==> src/svpwm_pkg.sv <==
`timescale 1ns / 1ps
// ----------------------------------------------------------------------------
// svpwm_pkg
// Shared types, constants and helpers for the SVPWM sector/duty core.
// ----------------------------------------------------------------------------
package svpwm_pkg;

  localparam int D_W = 38;

  localparam logic signed [18:0] SQRT3_Q16 = 19'sd113512;

  localparam logic [15:0] PERIOD_RESET = 16'd8500;
  localparam logic [15:0] LIMIT_RESET  = 16'd4250;

  localparam int CFG_IDX_W = 1;
  localparam logic [CFG_IDX_W-1:0] REG_PERIOD = 1'd0;
  localparam logic [CFG_IDX_W-1:0] REG_LIMIT  = 1'd1;

  localparam logic [2:0] CODE_U1  = 3'd1;
  localparam logic [2:0] CODE_U2  = 3'd2;
  localparam logic [2:0] CODE_U12 = 3'd3;
  localparam logic [2:0] CODE_U3  = 3'd4;
  localparam logic [2:0] CODE_U13 = 3'd5;
  localparam logic [2:0] CODE_U23 = 3'd6;

  localparam logic [1:0] PHASE_LAST = 2'd2;
  localparam logic [2:0] DIV_LAST   = 3'd7;

  typedef logic signed [D_W-1:0] dval_t;

  typedef enum logic [3:0] {
    ST_IDLE,
    ST_PREP,
    ST_DSEL,
    ST_SUM,
    ST_MUL,
    ST_COMB,
    ST_DIV,
    ST_STORE,
    ST_FIN
  } state_t;

  typedef struct packed {
    logic       load;
    logic       prep;
    logic       dsel;
    logic       sum;
    logic       mul;
    logic       comb;
    logic       div;
    logic       store;
    logic       out_load;
    logic [1:0] phase;
  } cmd_t;

  typedef struct packed {
    logic out_busy;
  } status_t;

  function automatic logic [2:0] sector_of(input logic [2:0] code);
    logic [2:0] s;
    case (code)
      CODE_U1:  s = 3'd2;
      CODE_U2:  s = 3'd6;
      CODE_U12: s = 3'd1;
      CODE_U3:  s = 3'd4;
      CODE_U13: s = 3'd3;
      CODE_U23: s = 3'd5;
      default:  s = 3'd0;
    endcase
    return s;
  endfunction

endpackage

==> src/svpwm_ctrl.sv <==
`timescale 1ns / 1ps
// ----------------------------------------------------------------------------
// svpwm_ctrl
// Sequencer: steps the datapath through setup, then three phases of
// multiply, overflow check, radix-4 division and store, then the output load.
// ----------------------------------------------------------------------------
module svpwm_ctrl (
  input  logic               clk,
  input  logic               rst_n,
  input  logic               in_valid,
  output logic               in_ready,
  input  svpwm_pkg::status_t status,
  output svpwm_pkg::cmd_t    cmd
);

  svpwm_pkg::state_t state_r, state_nxt;
  logic [1:0] phase_r, phase_nxt;
  logic [2:0] cnt_r, cnt_nxt;

  always_ff @(posedge clk) begin
    if (!rst_n) begin
      state_r <= svpwm_pkg::ST_IDLE;
      phase_r <= 2'd0;
      cnt_r   <= 3'd0;
    end else begin
      state_r <= state_nxt;
      phase_r <= phase_nxt;
      cnt_r   <= cnt_nxt;
    end
  end

  always_comb begin
    state_nxt = state_r;
    phase_nxt = phase_r;
    cnt_nxt   = cnt_r;
    cmd       = '0;
    cmd.phase = phase_r;
    in_ready  = 1'b0;
    case (state_r)
      svpwm_pkg::ST_IDLE: begin
        in_ready = 1'b1;
        if (in_valid) begin
          cmd.load  = 1'b1;
          state_nxt = svpwm_pkg::ST_PREP;
        end
      end
      svpwm_pkg::ST_PREP: begin
        cmd.prep  = 1'b1;
        state_nxt = svpwm_pkg::ST_DSEL;
      end
      svpwm_pkg::ST_DSEL: begin
        cmd.dsel  = 1'b1;
        state_nxt = svpwm_pkg::ST_SUM;
      end
      svpwm_pkg::ST_SUM: begin
        cmd.sum   = 1'b1;
        phase_nxt = 2'd0;
        state_nxt = svpwm_pkg::ST_MUL;
      end
      svpwm_pkg::ST_MUL: begin
        cmd.mul   = 1'b1;
        state_nxt = svpwm_pkg::ST_COMB;
      end
      svpwm_pkg::ST_COMB: begin
        cmd.comb  = 1'b1;
        cnt_nxt   = 3'd0;
        state_nxt = svpwm_pkg::ST_DIV;
      end
      svpwm_pkg::ST_DIV: begin
        cmd.div = 1'b1;
        cnt_nxt = cnt_r + 3'd1;
        if (cnt_r == svpwm_pkg::DIV_LAST) begin
          state_nxt = svpwm_pkg::ST_STORE;
        end
      end
      svpwm_pkg::ST_STORE: begin
        cmd.store = 1'b1;
        if (phase_r == svpwm_pkg::PHASE_LAST) begin
          state_nxt = svpwm_pkg::ST_FIN;
        end else begin
          phase_nxt = phase_r + 2'd1;
          state_nxt = svpwm_pkg::ST_MUL;
        end
      end
      svpwm_pkg::ST_FIN: begin
        if (!status.out_busy) begin
          cmd.out_load = 1'b1;
          state_nxt    = svpwm_pkg::ST_IDLE;
        end
      end
      default: begin
        state_nxt = svpwm_pkg::ST_IDLE;
      end
    endcase
  end

endmodule

==> src/svpwm_dp.sv <==
`timescale 1ns / 1ps
// ----------------------------------------------------------------------------
// svpwm_dp
// Datapath: config registers, axis projection and sector code, active-time
// terms, per-phase multiply and divide by bus voltage, clamp, output register.
// ----------------------------------------------------------------------------
module svpwm_dp (
  input  logic                                 clk,
  input  logic                                 rst_n,
  input  svpwm_pkg::cmd_t                      cmd,
  output svpwm_pkg::status_t                   status,
  input  logic signed [15:0]                   in_v_alpha,
  input  logic signed [15:0]                   in_v_beta,
  input  logic [15:0]                          in_bus_voltage,
  output logic                                 out_valid,
  input  logic                                 out_ready,
  output logic [15:0]                          out_compare_a,
  output logic [15:0]                          out_compare_b,
  output logic [15:0]                          out_compare_c,
  output logic [2:0]                           out_sector,
  input  logic                                 cfg_we,
  input  logic [svpwm_pkg::CFG_IDX_W-1:0]      cfg_index,
  input  logic [15:0]                          cfg_wdata
);

  logic [15:0] period_r, limit_r;
  logic [2:0]  last_sec_r;
  logic        out_valid_r;

  logic signed [15:0] va_r, vb_r;
  logic [15:0]        bus_r;

  svpwm_pkg::dval_t g_r, h_r, dx_r, dy_r;
  logic [2:0]       code_r, sec_r;
  logic [2:0]       neg_x_r, neg_y_r;
  svpwm_pkg::dval_t s_r [3];

  logic [33:0] pp_lo_r, pp_hi_r;
  logic        pos_r, sat_r;
  logic [15:0] rem_r, dvd_r, q_r;
  logic [15:0] res_r [3];

  logic [15:0] oa_r, ob_r, oc_r;
  logic [2:0]  osec_r;

  // projection and sign code
  logic signed [33:0]   a_prod, g_prod;
  svpwm_pkg::dval_t     va_x, vb_x, a_x, u2, u3, h_nxt;
  logic [2:0]           code_nxt;

  always_comb begin
    a_prod = 34'(va_r) * 34'(svpwm_pkg::SQRT3_Q16);
    g_prod = 34'(vb_r) * 34'(svpwm_pkg::SQRT3_Q16);
    va_x   = svpwm_pkg::dval_t'(va_r);
    vb_x   = svpwm_pkg::dval_t'(vb_r);
    a_x    = svpwm_pkg::dval_t'(a_prod);
    u2     = a_x - (vb_x <<< 16);
    u3     = -a_x - (vb_x <<< 16);
    h_nxt  = (va_x <<< 17) + (va_x <<< 16);
    code_nxt[0] = !vb_r[15] && (vb_r != 16'sd0);
    code_nxt[1] = !u2[svpwm_pkg::D_W-1] && (u2 != '0);
    code_nxt[2] = !u3[svpwm_pkg::D_W-1] && (u3 != '0);
  end

  // active-time terms and sign selection per phase
  svpwm_pkg::dval_t g2, dx_nxt, dy_nxt;
  logic [2:0]       nx_nxt, ny_nxt;
  logic             zero_code;

  always_comb begin
    g2        = g_r <<< 1;
    dx_nxt    = '0;
    dy_nxt    = '0;
    nx_nxt    = 3'b000;
    ny_nxt    = 3'b000;
    zero_code = 1'b0;
    case (code_r)
      svpwm_pkg::CODE_U1: begin
        dx_nxt = g_r - h_r;    dy_nxt = h_r + g_r;
        nx_nxt = 3'b101;       ny_nxt = 3'b100;
      end
      svpwm_pkg::CODE_U2: begin
        dx_nxt = h_r + g_r;    dy_nxt = -g2;
        nx_nxt = 3'b110;       ny_nxt = 3'b010;
      end
      svpwm_pkg::CODE_U12: begin
        dx_nxt = h_r - g_r;    dy_nxt = g2;
        nx_nxt = 3'b110;       ny_nxt = 3'b100;
      end
      svpwm_pkg::CODE_U3: begin
        dx_nxt = -g2;          dy_nxt = g_r - h_r;
        nx_nxt = 3'b011;       ny_nxt = 3'b001;
      end
      svpwm_pkg::CODE_U13: begin
        dx_nxt = g2;           dy_nxt = -(h_r + g_r);
        nx_nxt = 3'b101;       ny_nxt = 3'b001;
      end
      svpwm_pkg::CODE_U23: begin
        dx_nxt = -(h_r + g_r); dy_nxt = h_r - g_r;
        nx_nxt = 3'b011;       ny_nxt = 3'b010;
      end
      default: begin
        zero_code = 1'b1;
      end
    endcase
  end

  // s = 2^17*bus + d for each phase
  svpwm_pkg::dval_t bias, t_v [3], s_nxt [3];

  always_comb begin
    bias = svpwm_pkg::dval_t'({bus_r, 17'd0});
    for (int i = 0; i < 3; i++) begin
      t_v[i]   = neg_x_r[i] ? (bias - dx_r) : (bias + dx_r);
      s_nxt[i] = neg_y_r[i] ? (t_v[i] - dy_r) : (t_v[i] + dy_r);
    end
  end

  // multiply, overflow check, radix-4 division step
  svpwm_pkg::dval_t s_sel;
  logic [35:0]      s_u;
  logic             pos_nxt;
  logic [51:0]      prod;
  logic [16:0]      n_hi;
  logic [16:0]      r1, r2;
  logic [15:0]      rem1, rem2;
  logic             qb1, qb2;
  logic [15:0]      res_nxt;

  always_comb begin
    s_sel   = s_r[cmd.phase];
    s_u     = s_sel[35:0];
    pos_nxt = !s_sel[svpwm_pkg::D_W-1] && (s_sel != '0) && (period_r != 16'd0);
    prod    = {pp_hi_r, 18'd0} + {18'd0, pp_lo_r};
    n_hi    = prod[51:35];

    r1   = {rem_r, dvd_r[15]};
    qb1  = (r1 >= {1'b0, bus_r});
    rem1 = qb1 ? 16'(r1 - {1'b0, bus_r}) : r1[15:0];
    r2   = {rem1, dvd_r[14]};
    qb2  = (r2 >= {1'b0, bus_r});
    rem2 = qb2 ? 16'(r2 - {1'b0, bus_r}) : r2[15:0];

    if (!pos_r) begin
      res_nxt = 16'd0;
    end else if (sat_r || (q_r > limit_r)) begin
      res_nxt = limit_r;
    end else begin
      res_nxt = q_r;
    end
  end

  always_ff @(posedge clk) begin
    if (!rst_n) begin
      period_r    <= svpwm_pkg::PERIOD_RESET;
      limit_r     <= svpwm_pkg::LIMIT_RESET;
      last_sec_r  <= 3'd0;
      out_valid_r <= 1'b0;
    end else begin
      if (cfg_we) begin
        case (cfg_index)
          svpwm_pkg::REG_PERIOD: period_r <= cfg_wdata;
          svpwm_pkg::REG_LIMIT:  limit_r  <= cfg_wdata;
          default: ;
        endcase
      end
      if (cmd.out_load) begin
        out_valid_r <= 1'b1;
        last_sec_r  <= sec_r;
      end else if (out_ready) begin
        out_valid_r <= 1'b0;
      end
    end
  end

  always_ff @(posedge clk) begin
    if (cmd.load) begin
      va_r  <= in_v_alpha;
      vb_r  <= in_v_beta;
      bus_r <= (in_bus_voltage == 16'd0) ? 16'd1 : in_bus_voltage;
    end
    if (cmd.prep) begin
      g_r    <= svpwm_pkg::dval_t'(g_prod);
      h_r    <= h_nxt;
      code_r <= code_nxt;
    end
    if (cmd.dsel) begin
      dx_r    <= dx_nxt;
      dy_r    <= dy_nxt;
      neg_x_r <= nx_nxt;
      neg_y_r <= ny_nxt;
      sec_r   <= zero_code ? last_sec_r : svpwm_pkg::sector_of(code_r);
    end
    if (cmd.sum) begin
      for (int i = 0; i < 3; i++) begin
        s_r[i] <= s_nxt[i];
      end
    end
    if (cmd.mul) begin
      pp_lo_r <= 34'(period_r) * 34'(s_u[17:0]);
      pp_hi_r <= 34'(period_r) * 34'(s_u[35:18]);
      pos_r   <= pos_nxt;
    end
    if (cmd.comb) begin
      sat_r <= (n_hi >= {1'b0, bus_r});
      rem_r <= n_hi[15:0];
      dvd_r <= prod[34:19];
      q_r   <= 16'd0;
    end
    if (cmd.div) begin
      rem_r <= rem2;
      dvd_r <= {dvd_r[13:0], 2'b00};
      q_r   <= {q_r[13:0], qb1, qb2};
    end
    if (cmd.store) begin
      res_r[cmd.phase] <= res_nxt;
    end
    if (cmd.out_load) begin
      oa_r   <= res_r[0];
      ob_r   <= res_r[1];
      oc_r   <= res_r[2];
      osec_r <= sec_r;
    end
  end

  assign status.out_busy = out_valid_r && !out_ready;
  assign out_valid       = out_valid_r;
  assign out_compare_a   = oa_r;
  assign out_compare_b   = ob_r;
  assign out_compare_c   = oc_r;
  assign out_sector      = osec_r;

endmodule

==> src/svpwm_sector_duty_core.sv <==
`timescale 1ns / 1ps
// ----------------------------------------------------------------------------
// svpwm_sector_duty_core
// Space-vector PWM by the sector method: one alpha/beta vector and bus
// voltage in, three clamped compare counts and the sector out.
// ----------------------------------------------------------------------------
// Usage:
//   Input channel (in_valid/in_ready) takes v_alpha, v_beta and bus_voltage
//   as one item. Result channel (out_valid/out_ready) returns compare_a/b/c
//   and sector, one result item per input item, in order.
//   cfg_we/cfg_index/cfg_wdata write period_counts (index 0) and
//   compare_limit (index 1); write them only while the core is idle.
//   The core takes no new item until the current result has been loaded
//   into the output register. The three phases share one
//   multiply-and-divide unit; each phase runs the multiply, overflow check,
//   two-bit-per-cycle division by bus voltage, then clamp and store.
//   in_ready is high whenever the core is idle, also while a finished result
//   waits in the output register. If the receiver stalls, the next result
//   holds inside the core until the output register frees.
//   Reset: period_counts = 8500, compare_limit = 4250, held sector = 0,
//   no result pending.
// ----------------------------------------------------------------------------
module svpwm_sector_duty_core (
  input  logic                             clk,
  input  logic                             rst_n,
  input  logic                             in_valid,
  output logic                             in_ready,
  input  logic signed [15:0]               in_v_alpha,
  input  logic signed [15:0]               in_v_beta,
  input  logic [15:0]                      in_bus_voltage,
  output logic                             out_valid,
  input  logic                             out_ready,
  output logic [15:0]                      out_compare_a,
  output logic [15:0]                      out_compare_b,
  output logic [15:0]                      out_compare_c,
  output logic [2:0]                       out_sector,
  input  logic                             cfg_we,
  input  logic [svpwm_pkg::CFG_IDX_W-1:0]  cfg_index,
  input  logic [15:0]                      cfg_wdata
);

  svpwm_pkg::cmd_t    cmd;
  svpwm_pkg::status_t status;

  svpwm_ctrl u_ctrl (
    .clk      (clk),
    .rst_n    (rst_n),
    .in_valid (in_valid),
    .in_ready (in_ready),
    .status   (status),
    .cmd      (cmd)
  );

  svpwm_dp u_dp (
    .clk            (clk),
    .rst_n          (rst_n),
    .cmd            (cmd),
    .status         (status),
    .in_v_alpha     (in_v_alpha),
    .in_v_beta      (in_v_beta),
    .in_bus_voltage (in_bus_voltage),
    .out_valid      (out_valid),
    .out_ready      (out_ready),
    .out_compare_a  (out_compare_a),
    .out_compare_b  (out_compare_b),
    .out_compare_c  (out_compare_c),
    .out_sector     (out_sector),
    .cfg_we         (cfg_we),
    .cfg_index      (cfg_index),
    .cfg_wdata      (cfg_wdata)
  );

endmodule
==> config.mk <==
export PLATFORM = sky130hd
export DESIGN_NAME = svpwm_sector_duty_core
export DESIGN_NICKNAME = d
export VERILOG_FILES = /design/src/svpwm_pkg.sv /design/src/svpwm_ctrl.sv /design/src/svpwm_dp.sv /design/src/svpwm_sector_duty_core.sv
export SDC_FILE = /design/constraint.sdc
export NUM_CORES = 2
export LEC_CHECK = 0
export ABC_AREA = 1
export BUFFER_PORTS_ARGS = -buffer_cell sky130_fd_sc_hd__buf_2
export CORE_AREA = 8 8 380 382
export DETAILED_ROUTE_END_ITERATION = 8
export DIE_AREA = 0 0 388 390
export GPL_ROUTABILITY_DRIVEN = 0
export PLACE_DENSITY = 0.75
export SYNTH_ARGS = -nofsm -noshare
export SYNTH_HDL_FRONTEND = slang
export SYNTH_SLANG_ARGS = --single-unit
==> constraint.sdc <==
create_clock -name clk -period 10.34 [get_ports clk]
set_clock_uncertainty 0.05 [all_clocks]
set_input_delay 0 -clock clk [delete_from_list [all_inputs] [get_ports clk]]
set_output_delay 0 -clock clk [all_outputs]
set_load 0.01 [all_outputs]
# After elaboration in Yosys (flattened, before gate mapping)
# Memory sizes are Yosys's and may differ from the RTL's. A register that Yosys moved wholly into a read port is not among the register bits.
# Cells that the tools add are included.
[classes]
multipliers = 4
n_bitwise = 1
order_cmp = 4
add_sub_neg = 22
eq_ne = 20
mux = 50
reduce_logical = 34
[ops]
columns = ["op", "n"]
rows = [
  ["$pmux W38 S6", 2],
  ["$mux W38", 6],
  ["$mux W16", 10],
  ["$add A38 B38 Y38", 3],
  ["$reduce_bool A38 Y1", 3],
  ["$sub A38 B38 Y38", 3],
  ["$sub A34 B38 Y38", 2],
  ["$mul A16 B18 Y34", 2],
  ["$mul A16 B15 Y31 const B", 2],
  ["$add A52 B34 Y52", 1],
  ["$ge A17 B16 Y1", 3],
  ["$add A34 B38 Y38", 1],
  ["$add A38 B34 Y38", 1],
  ["$neg A34 Y38", 1],
  ["$neg A35 Y38", 1],
  ["$neg A38 Y38", 1],
  ["$sub A38 B32 Y38", 1],
  ["$sub A38 B34 Y38", 1],
  ["$pmux W4 S9", 1],
  ["$sub A34 B32 Y35", 1],
  ["$add A33 B32 Y34", 1],
  ["$reduce_bool A16 Y1", 2],
  ["$sub A16 B16 Y16", 2],
  ["$mux W1", 18],
  ["other kinds (31)", 66],
]
[word_totals]
mem_bits_rw = 162
reg_bits = 371
in_bits = 70
out_inout_bits = 53
mem_count = 2
[mem_list]
columns = ["memory", "depth", "word_bits", "rd", "rd_clocked_by_memory_dff", "wr", "line", "rtl"]
rows = [
  ["u_dp.s_r", 3, 38, 1, 1, 3, "svpwm_dp.sv:36", "svpwm_pkg::dval_t s_r [3];"],
  ["u_dp.res_r", 3, 16, 3, 3, 1, "svpwm_dp.sv:41", "logic [15:0] res_r [3];"],
]

# Logic depth before layout (Yosys ltp)
[depth]
depth_word = 5
mapped_depth = 39

# Cells and area by module
# A second synthesis with hierarchy kept.
[unflattened]
cells_unflattened = 9671
area_unflattened_um2 = 73130.1
[by_module_without_submodules]
columns = ["mod", "area_per_inst_um2", "seq_area_each_um2", "cells_each", "n_inst"]
rows = [
  ["svpwm_dp", 72613.4, 15144.5, 9593, 1],
  ["svpwm_ctrl", 516.7, 180.2, 78, 1],
]

# Worst setup path before layout
# OpenSTA, ideal clock, no wires.
[synth_path]
path_type = "register -> register"
start = "register u_dp.va_r[6]"
end = "register u_dp.code_r[2], data pin"
path_buffers = 0
arrival_time_ns = 6.874
stages_incl_launch_ff = 38
path_slack_ns = 3.162
synth_period_minus_slack_ns = 7.178
required_time_ns = 10.035
cell_sequence = "edfxtp_1 -> ha_1 -> inv_1 -> fa_1 -> fa_1 -> inv_1 -> fa_1 -> fa_1 -> inv_1 -> fa_1 -> inv_1 -> ha_1 -> a21oi_1 -> o21a_1 -> nand2_1 -> nand2_1 -> nand2_1 -> a21o_1 -> [2 not listed] -> xor2_1 -> ha_1 -> inv_1 -> ha_1 -> nand2_1 -> nor2_1 -> inv_1 -> nor3_1 -> and2_1 -> nand2_1 -> nand3_1 -> nand2_1 -> nor2_1 -> nand2_1 -> nor2_1 -> nand3_1 -> nor2_1 -> nor2_1"
[synth_between]
elab_chain_len = 5
elab_cells_between_ends = 6
cone_classes = "add/sub (2); mul (1); reduce/logical (3)"
[synth_rtl]
columns = ["element", "line", "rtl"]
rows = [
  ["start: declaration", "svpwm_dp.sv:30", "logic signed [15:0] va_r, vb_r;"],
  ["start signal: assignment", "svpwm_dp.sv:178", "va_r <= in_v_alpha;"],
  ["$mul A16 B15 Y31 (*)", "svpwm_dp.sv:52", "a_prod = 34'(va_r) * 34'(svpwm_pkg::SQRT3_Q16);"],
  ["$neg A34 Y38 (*)", "svpwm_dp.sv:58", "u3 = -a_x - (vb_x <<< 16);"],
  ["$sub A38 B32 Y38 (*)", "svpwm_dp.sv:58", ""],
  ["$reduce_bool A38 Y1 or $logic_not A1 Y1 (tied branches)", "svpwm_dp.sv:62", "code_nxt[2] = !u3[svpwm_pkg::D_W-1] && (u3 != '0);"],
  ["$logic_and A1 B1 Y1 (*)", "svpwm_dp.sv:62", ""],
  ["named net u_dp.code_nxt[2]", "svpwm_dp.sv:49", "logic [2:0] code_nxt;"],
  ["end signal: assignment", "svpwm_dp.sv:185", "code_r <= code_nxt;"],
  ["end: declaration", "svpwm_dp.sv:34", "logic [2:0] code_r, sec_r;"],
]
# The timed path passes the listed nets; every way through them passes the cells marked *.
# A chain may end at the register's enable or synchronous reset.

# Worst setup path after layout
[layout_path]
start = "register u_dp.va_r[9]"
end = "register u_dp.code_r[2], data pin"
# Same word-level chain as after synthesis.

==> out/qor.yml <==
via_per_inst: 5.89
max_slew_margin_pct: 15.5
avgSynthCellArea_um2: 7.69
muxShareOfSynthArea_pct: 0
cap_viol_max_count: 0
cts-root-buf: "clkbuf_16"
fin_crit_ps: 7980
die_h_um: 390
hold_path_class: "primary input to flop"
cts_resized: 0
drt_first_pass_iters: 9
numClockSinks: 528
nFillCells: 12500
cts_made_buffers: 58
crit_path_top_delay_cell: "fa_1"
critPathKind: "flop to flop"
timing.critical_path.max_delay_family: "adder cells"
synth_ff_type: "edfxtp_1"
r2r_cells: 37
grt-ovfl-total: 0
ys_seq_area_share_pct: 21.2
synth_edf_count: 479
grt_use_total_pct: 30.7
ant_nets: 0
rows: 137
post_synth_num_cell_types: 72
clock_path_buffers: 3
grt_max_degree: 73
final_area_um2: 78000
yosys.area_share.xor_xnor_pct: 4.73
arrival_ps: 8380
synth_cells: 9441
postLayoutCoreUtil_pct: 56.3
clock_latency_ps: 730
synth-compound-area-share_pct: 10.8
cp_max_fo: 6
wirelength_um: 238000
multi_input_comb_area_um2: 49700
worst_pin_slew_ps: 1270
wire_per_inst_um: 20.8
seqCellArea_um2: 15400
setup_viol: 0
netlist.area_leader.share_pct: 19.8
min_path_cells: 2
hold_viol: 0
crit_top_cell: "nand2_1"
status: "complete, no violations"
grt_pass1_vias: 66600
end_kind: "flop"
syn_nets: 10900
startpoint_type: "flop"
synth_top_family_by_area: "adder cells"
cts_tree: "yes"
dp_hpwl_um: 191000
start_util_pct: 52.4
drc: 0
area_growth_pct: 7.51
placed_cell_area_um2: 75000
fin_nets: 11100
maxSlewViolCount: 0
period_share_pct: 77.2
synth_area_leaders: "edfxtp_1, fa_1, ha_1"
async_reset_ff_share_pct: 0
core_um2: 139000
io_pins: 123
synthSimpleGateAreaFrac_pct: 21.5
syn_area_um2: 72600
grt_first_pass_wirelength_um: 369000
yosys_warnings: 0
drive_gt1_share_pct: 4.53
netlist.top_cell.by_area: "edfxtp_1"
tns_ps: 0
drtIter0Drc: 8377
cpPeakStageDelay_ps: 550
rsz0062_at_grt: "false"
max_freq_mhz: 125
worst_hold_slack_ps: 30.6
critPathRequiredTime_ps: 10740
via_count: 67300
die-area_um2: 151000
ys_ff_latch: 528
path_depth: 37
synth-adder-area-share_pct: 31.3
htreeDepth: 2
grt_antenna_before_repair: 7
die_w_um: 388
port_buffers: 122
crit_buf_inv: 6
path_clk_slew_ps: 60
-- worst paths after layout --
kind | from | to | slack, ps
hold / removal | in_v_alpha[9] | u_dp.va_r[9]$_DFFE_PP_ | 30
hold reg to reg | u_dp.res_r[0][7]$_DFFE_PP_ | out_compare_a[7]$_DFFE_PP_ | 370
setup reg to reg | u_dp.va_r[9]$_DFFE_PP_ | u_dp.code_r[2]$_DFFE_PP_ | 2360
setup / recovery | u_dp.va_r[9]$_DFFE_PP_ | u_dp.code_r[2]$_DFFE_PP_ | 2360
-- metrics by stage --
stage / std cells / setup slack [ps]
floorplan: 9441 / 3160
global placement: 11200 / 2490
detailed placement: 11200 / 2400
CTS: 11400 / 2410
global route: 11400 / 1740
finish: 11400 / 2360
-- cell type report --
cell class | instances | area share (%)
Clock buffer | 63 | 1.88
Inverter | 1756 | 8.45
Timing Repair Buffer | 293 | 2.75
Antenna cell | 7 | 0.0224
Sequential cell | 528 | 19.7
Multi-Input combinational cell | 6927 | 63.7
Clock inverter | 45 | 0.654
Tap cell | 1807 | 2.90
-- cells by family (layout without fill, tap and decap cells) --
logic type,Yosys count,after routing
buffers and inverters,1986,2157
other,0,7
flip-flops,528,528
AND/OR/NAND/NOR,3721,3721
XOR/XNOR,391,391
AO/OA/AOI/OAI,1388,1388
adder cells (fa/ha/maj),1427,1427
-- synthesized netlist by cell type (83+ instances only) --
cell / n
a21oi_1: 489
clkbuf_1: 166
edfxtp_1: 479
fa_1: 652
ha_1: 775
inv_1: 1723
nand2_1: 2112
nand3_1: 443
nand4_1: 99
nor2_1: 802
nor3_1: 83
o21ai_0: 535
xnor2_1: 94
xor2_1: 296
-- state kept, by name, summed over array words and instances (netlist names), 18 cells and up, named ones only --
register      count
u_dp.h_r         18
u_dp.s_r        103
u_dp.g_r         31
u_dp.pp_hi_r     34
u_dp.dx_r        35
u_dp.res_r       48
u_dp.dy_r        35
-- metal layers --
metal | routed length (um) | global-route usage [%] | up-vias
met5 | 228 | 0 | -
met3 | 24600 | 6.27 | 1114
met1 | 85100 | 35.7 | 31500
li1 | - | - | 30600
met2 | 106000 | 50.5 | 4087
met4 | 22100 | 22.2 | 4
-- layout by cell type (no fill, tap or decap), drive strengths merged, types with 14 or more instances in the layout --
cell type and instances:
or2 29, o22ai 14, a211oi 14, nor4 58, a31oi 41, o21ai 577
fa 652, clkinv 42, dlygate4sd3 102, a21o 47, buf 191, a21boi 14
xor2 296, o21a 26, o2111ai 27, o21bai 38, nor3 92, inv 1744
a21oi 493, xnor2 95, nor2 831, nand3 453, nand2 2130, o211ai 37
nand4 102, ha 775, clkbuf 63, dfxtp 49, edfxtp 479
-- timing repair --
action / 4_1_cts / 5_1_grt
buffers inserted: 0 / 0
hold buffers: 101 / 1
setup endpoints to repair: 0 / 0
endpoints found under the hold margin: 91 / 1
Power is left out: the tool's default activity adds up to more than one toggle a clock period on the data nets, which glitch-free logic cannot reach.
